$ cat src/rtl/gjdv_pkg.sv
`timescale 1ns / 1ps

package gjdv_pkg;

	// result codes, first failing check wins
	typedef enum logic [2:0] {
		ST_OK       = 3'd0,
		ST_DATATYPE = 3'd1,
		ST_ZERO_DIM = 3'd2,
		ST_EXCEEDS  = 3'd3,
		ST_STRIDE   = 3'd4,
		ST_ADDRESS  = 3'd5,
		ST_OVERLAP  = 3'd6
	} status_t;

	localparam int FMT_W = 8;
	localparam logic [FMT_W-1:0] FMT_INT8 = 8'd0;
	localparam logic [FMT_W-1:0] FMT_FP16 = 8'd1;
	localparam logic [FMT_W-1:0] FMT_BF16 = 8'd2;

	localparam int PITCH_W = 32;
	localparam int DT_MASK_W = 3;
	// result elements are four bytes wide for every datatype
	localparam int RES_SHIFT = 2;
	// footprints and region ends saturate at this many bits
	localparam int SAT_BITS = 64;

	localparam int CFG_IDX_W = 3;
	localparam logic [CFG_IDX_W-1:0] CFG_ARRAY_ROWS    = 3'd0;
	localparam logic [CFG_IDX_W-1:0] CFG_ARRAY_COLUMNS = 3'd1;
	localparam logic [CFG_IDX_W-1:0] CFG_WINDOW_BASE   = 3'd2;
	localparam logic [CFG_IDX_W-1:0] CFG_WINDOW_CAP    = 3'd3;
	localparam logic [CFG_IDX_W-1:0] CFG_DT_MASK       = 3'd4;

	localparam int ARRAY_DIM_RST = 64;
	localparam logic [DT_MASK_W-1:0] DT_MASK_RST = 3'b111;

endpackage

$ cat src/rtl/gjdv_region.sv
`timescale 1ns / 1ps

// footprint of one operand region, its saturated end address and the window fit
module gjdv_region #(
	parameter int AW  = 48,
	parameter int PW  = 50,
	parameter int RBW = 18,
	parameter int XW  = 65
) (
	input  logic [AW-1:0]  addr,
	input  logic [AW-1:0]  base,
	input  logic [AW-1:0]  cap,
	input  logic [PW-1:0]  prod,
	input  logic [RBW-1:0] row_len,
	output logic [XW-1:0]  len,
	output logic [XW-1:0]  limit,
	output logic           fits
);

	localparam logic [XW-1:0] SAT_MAX =
		{{(XW-gjdv_pkg::SAT_BITS){1'b0}}, {gjdv_pkg::SAT_BITS{1'b1}}};

	logic [XW-1:0] raw_len;
	logic [XW-1:0] raw_end;
	logic [AW-1:0] off;

	assign raw_len = XW'(prod) + XW'(row_len);
	assign len     = (raw_len > SAT_MAX) ? SAT_MAX : raw_len;
	assign raw_end = XW'(addr) + len;
	assign limit   = (raw_end > SAT_MAX) ? SAT_MAX : raw_end;

	assign off  = addr - base;
	assign fits = (addr >= base) && (off <= cap) && (len <= XW'(cap - off));

endmodule

$ cat config.mk
export PLATFORM = sky130hd
export DESIGN_NAME = gjdv_region
export DESIGN_NICKNAME = d
export VERILOG_FILES = /design/src/rtl/gjdv_pkg.sv /design/src/rtl/gjdv_region.sv
export SDC_FILE = /design/constraint.sdc
export NUM_CORES = 1
export LEC_CHECK = 0
export BUFFER_PORTS_ARGS = -buffer_cell sky130_fd_sc_hd__clkbuf_2
export CELL_PAD_IN_SITES_DETAIL_PLACEMENT = 2
export CELL_PAD_IN_SITES_GLOBAL_PLACEMENT = 2
export CORE_ASPECT_RATIO = 0.75
export CORE_UTILIZATION = 31
export DETAILED_ROUTE_END_ITERATION = 6
export PLACE_DENSITY = 0.92
export SETUP_SLACK_MARGIN = 0.4
export SYNTH_ARGS = -nofsm -noshare
export SYNTH_HDL_FRONTEND = slang
export SYNTH_SLANG_ARGS = --single-unit
$ cat constraint.sdc
create_clock -name vclk -period 9.2
set_input_delay 0.46 -clock vclk [all_inputs]
set_output_delay 0.46 -clock vclk [all_outputs]
set_load 0.01 [all_outputs]
After elaboration in Yosys (flattened, before gate mapping)
Cells that the tools add are included.
- reductions and logical operators: 2
- $add $sub $neg: 4
- multiplexer cells: 2
- magnitude comparators: 5
- operators by type and width (kind ; number):
    $add A48 B64 Y65 ; 1
    $gt A65 B64 Y1 const B ; 1
    $le A64 B65 Y1 ; 1
    $mux W65 ; 1
    $gt A51 B64 Y1 const B ; 1
    $mux W64 ; 1
    $add A50 B18 Y51 ; 1
    $sub A48 B48 Y49 ; 1
    $ge A48 B48 Y1 ; 1
    $le A48 B48 Y1 ; 1
    $sub A48 B48 Y48 ; 1
    $logic_and A1 B1 Y1 ; 2
- logic and storage cells: 13
- register bits: 0
- output and inout bits: 131
- bits of input ports: 212

Logic depth before layout (Yosys ltp)
- depth after elaboration: 6
- depth in mapped cells: 35
- gate-level depth less buffers: 35

Least setup slack after synthesis
OpenSTA, ideal clock, no wires.
- path type: input to output
- start: in base[18]
- end: out fits
- stages: 32
- buffers on the path: 1
- data arrival time: 6353 ps
- setup slack: 2387 ps
- data required time: 8740 ps
- path through: inv_1 ha_1 clkbuf_1 a21oi_1 o21ai_1 a2111oi_0 o21bai_1 a21oi_1 o21ai_1 a21o_1 a21oi_1 xor2_1 ha_1 and3_1 nand4_1 nor2_1 and3_1 a21boi_0 o41ai_1 a21boi_0 xor2_1 ha_1 a21o_1 a21o_1 a21oi_1 nor2_1 a2111oi_0 o21ai_0 a211oi_1 o21ai_0 o211a_1 a211oi_1
- cells in the longest elaborated chain, start to end: 4
- elaborated cells between the ends (all ways): 7
- classes of those cells: add/sub (2); order compare (3); reduce/logical (2)
- RTL lines (what ; RTL line ; RTL):
    start: declaration ; gjdv_region.sv:11 ; input logic [AW-1:0] base,
    $sub A48 B48 Y48 ; gjdv_region.sv:32 ; assign off = addr - base;
    $sub A48 B48 Y49 / $le A48 B48 Y1 (equally long branches) ; gjdv_region.sv:33 ; assign fits = (addr >= base) && (off <= cap) && (len <= XW'(cap - off));
    $le A64 B65 Y1 / $logic_and A1 B1 Y1 (equally long branches) ; gjdv_region.sv:33 ;
    $logic_and A1 B1 Y1 * ; gjdv_region.sv:33 ;
    end: declaration ; gjdv_region.sv:17 ; output logic fits
Mark *: on every way between the ends. The rest lies on a longest branch, timed or not.

Final worst setup path
- start: in addr[0]
- end: out fits
- cells in the longest elaborated chain, start to end: 4
- elaborated cells between the ends (all ways): 7
- classes of those cells: add/sub (2); order compare (3); reduce/logical (2)
- RTL lines (what ; RTL line ; RTL):
    start: declaration ; gjdv_region.sv:10 ; input logic [AW-1:0] addr,
    $sub A48 B48 Y48 ; gjdv_region.sv:32 ;
    $sub A48 B48 Y49 / $le A48 B48 Y1 (equally long branches) ; gjdv_region.sv:33 ;
    $le A64 B65 Y1 / $logic_and A1 B1 Y1 (equally long branches) ; gjdv_region.sv:33 ;
    $logic_and A1 B1 Y1 * ; gjdv_region.sv:33 ;
Marks and branches as above.

==> metrics.yaml <==
firstDrtPassIters: 6
syn-instance-count: 1494
path_max_fanout: 4
finalHoldViolations: 0
min_period_ps: 8382
slew_viol_final: 0
gr-total-overflow: 0
yosysWarningCount: 0
wl_per_cell_um: 25.64
grt_max_degree: 14
drv_cap: 0
io_pins: 343
end_kind: "output pin"
die_h_um: 161.4
grt_pass1_wl_um: 85940
finalSetupViolations: 0
yosys-top-cells-area: "ha_1, xnor2_1, a21oi_1"
gp_congestion: 0.9712
fin_nets: 2218
die_w_um: 214.5
cp_data_arrival_time_ps: 7920
via_per_inst: 5.931
synth.cell_area_um2: 10500
max_slew.worst_pin.slew_ps: 998.3
routed_wl_um: 57410
timing_worst_setup_path_type: "input port to output pin"
vias: 13280
ys_seq_area_share_pct: 0
finalCritPeriodShare_pct: 91.11
multiInputGateArea_um2: 9941
crit_slowest_cell: "a2111oi_0"
crit_required_ps: 8740
min_path_type: "input port to output pin"
drtIter0Drc: 1063
cp-start-kind: "input port"
clockBufferCount: 0
initial_utilization_pct: 31.94
synth_common_cells: "ha_1, a21oi_1, a21o_1, xnor2_1, nand2_1"
fillerInstances: 3996
syn_avg_cell_area_um2: 7.029
timing.setup.tns_ps: 0
max_freq_ghz: 0.1193
rows: 57
area_growth_pct: 18.89
slew_headroom_pct: 32.97
synth_top_area_share_pct: 25.50
crit_path_max_incr_delay_ps: 680
die_area_um2: 34620
groute.usage.overall_pct: 31.74
seq_cells: 0
coreArea_um2: 32880
drive_above_1_share_pct: 19.37
ant_nets: 0
status: "finished, final reports clean"
place_hpwl_um: 51520
portBuffers: 315
post-cts-setup-buffers: 0
endpoint: "fits"
crit_start: "addr[0]"
grt_pass1_vias: 14260
drc: 0
synth_cell_types: 70
synthMostInstantiatedCell: "ha_1"
yosys.area.top_type: "ha_1"
rsz0062_at_grt: "no"
path_common_cell: "a21oi_1"
seq_area_um2: 0
antenna_found_initial: 9
## logic make-up after synthesis
group / count (synthesis) / synth area share (%)
adder cells (fa/ha/maj): 218 / 26.26
AND/OR/NAND/NOR: 408 / 19.59
buffers and inverters: 149 / 6.374
AO/OA/AOI/OAI: 537 / 32.65
XOR/XNOR: 181 / 15.10
other: 1 / 0.03571
## what timing repair did
| action | CTS | global route |
|---|---|---|
| endpoints found under the setup margin | 0 | 1 |
| hold buffers | 0 | 0 |
| gates resized for setup | 0 | 2 |
## through the flow
| stage | area, µm² | hold WS [ps] | cells | setup WS (ps) | utilization, % |
|---|---|---|---|---|---|
| 2_1_floorplan | 10600 | 1028 | 1521 | 2387 | - |
| 3_3_place_gp | 12450 | 1253 | 2228 | 1344 | 37.87 |
| 3_5_place_dp | 12450 | 1280 | 2228 | 832.7 | 37.87 |
| 4_1_cts | 12450 | 1282 | 2228 | 818.4 | 37.87 |
| 5_1_grt | 12480 | 1298 | 2237 | 445.3 | 37.96 |
| 6_report | 12480 | 1279 | 2239 | 817.8 | 37.97 |
## final cells by class
| cell class | count | area share, % |
|---|---|---|
| multi-input cells | 1372 | 79.62 |
| repair buffers | 319 | 12.87 |
| well taps | 442 | 4.430 |
| inverters | 95 | 2.856 |
| diodes | 11 | 0.2205 |
## routing by layer
layer / vias to the layer above / global-route usage, % / routed length, µm
li1: 6055 / - / -
met1: 6579 / 42.73 / 26130
met2: 523 / 51.36 / 25330
met3: 122 / 5.273 / 3933
met4: 0 / 10.26 / 2019
met5: - / 0 / 0
## worst min-delay path by stage
stage | start | endpoint | slack (ps) | cells after the start
3_3_place_gp | addr[0] | limit[0] | 1250 | 3
3_5_place_dp | addr[0] | limit[0] | 1280 | 3
2_1_floorplan | prod[20] | len[20] | 1030 | 1
4_1_cts | addr[0] | limit[0] | 1280 | 3
6_report | addr[0] | limit[0] | 1280 | 3
5_1_grt | addr[0] | limit[0] | 1300 | 3
## worst max-delay path: cells and delay by family
kind | cells | cell delay [ps]
and+or+nand+nor | 6 | 1040
xor gates and xnor gates | 2 | 290
buffers and inverters | 5 | 640
AOI/OAI and AO/OA | 20 | 4300
adders and majority gates | 4 | 1180
## layout by cell type, fill, tap and decap left out, types with 19 or more instances in the layout
master	count
a21oi_1	176
o21a_1	19
xnor2_1	112
a21o_1	112
a31oi_1	21
conb_1	28
and3_1	30
nor2_1	78
nand4_1	43
o21bai_1	20
o21ai_0	87
ha_1	214
xor2_1	69
nand2_1	111
nand3_1	42
nor2b_1	22
inv_1	95
clkbuf_2	315
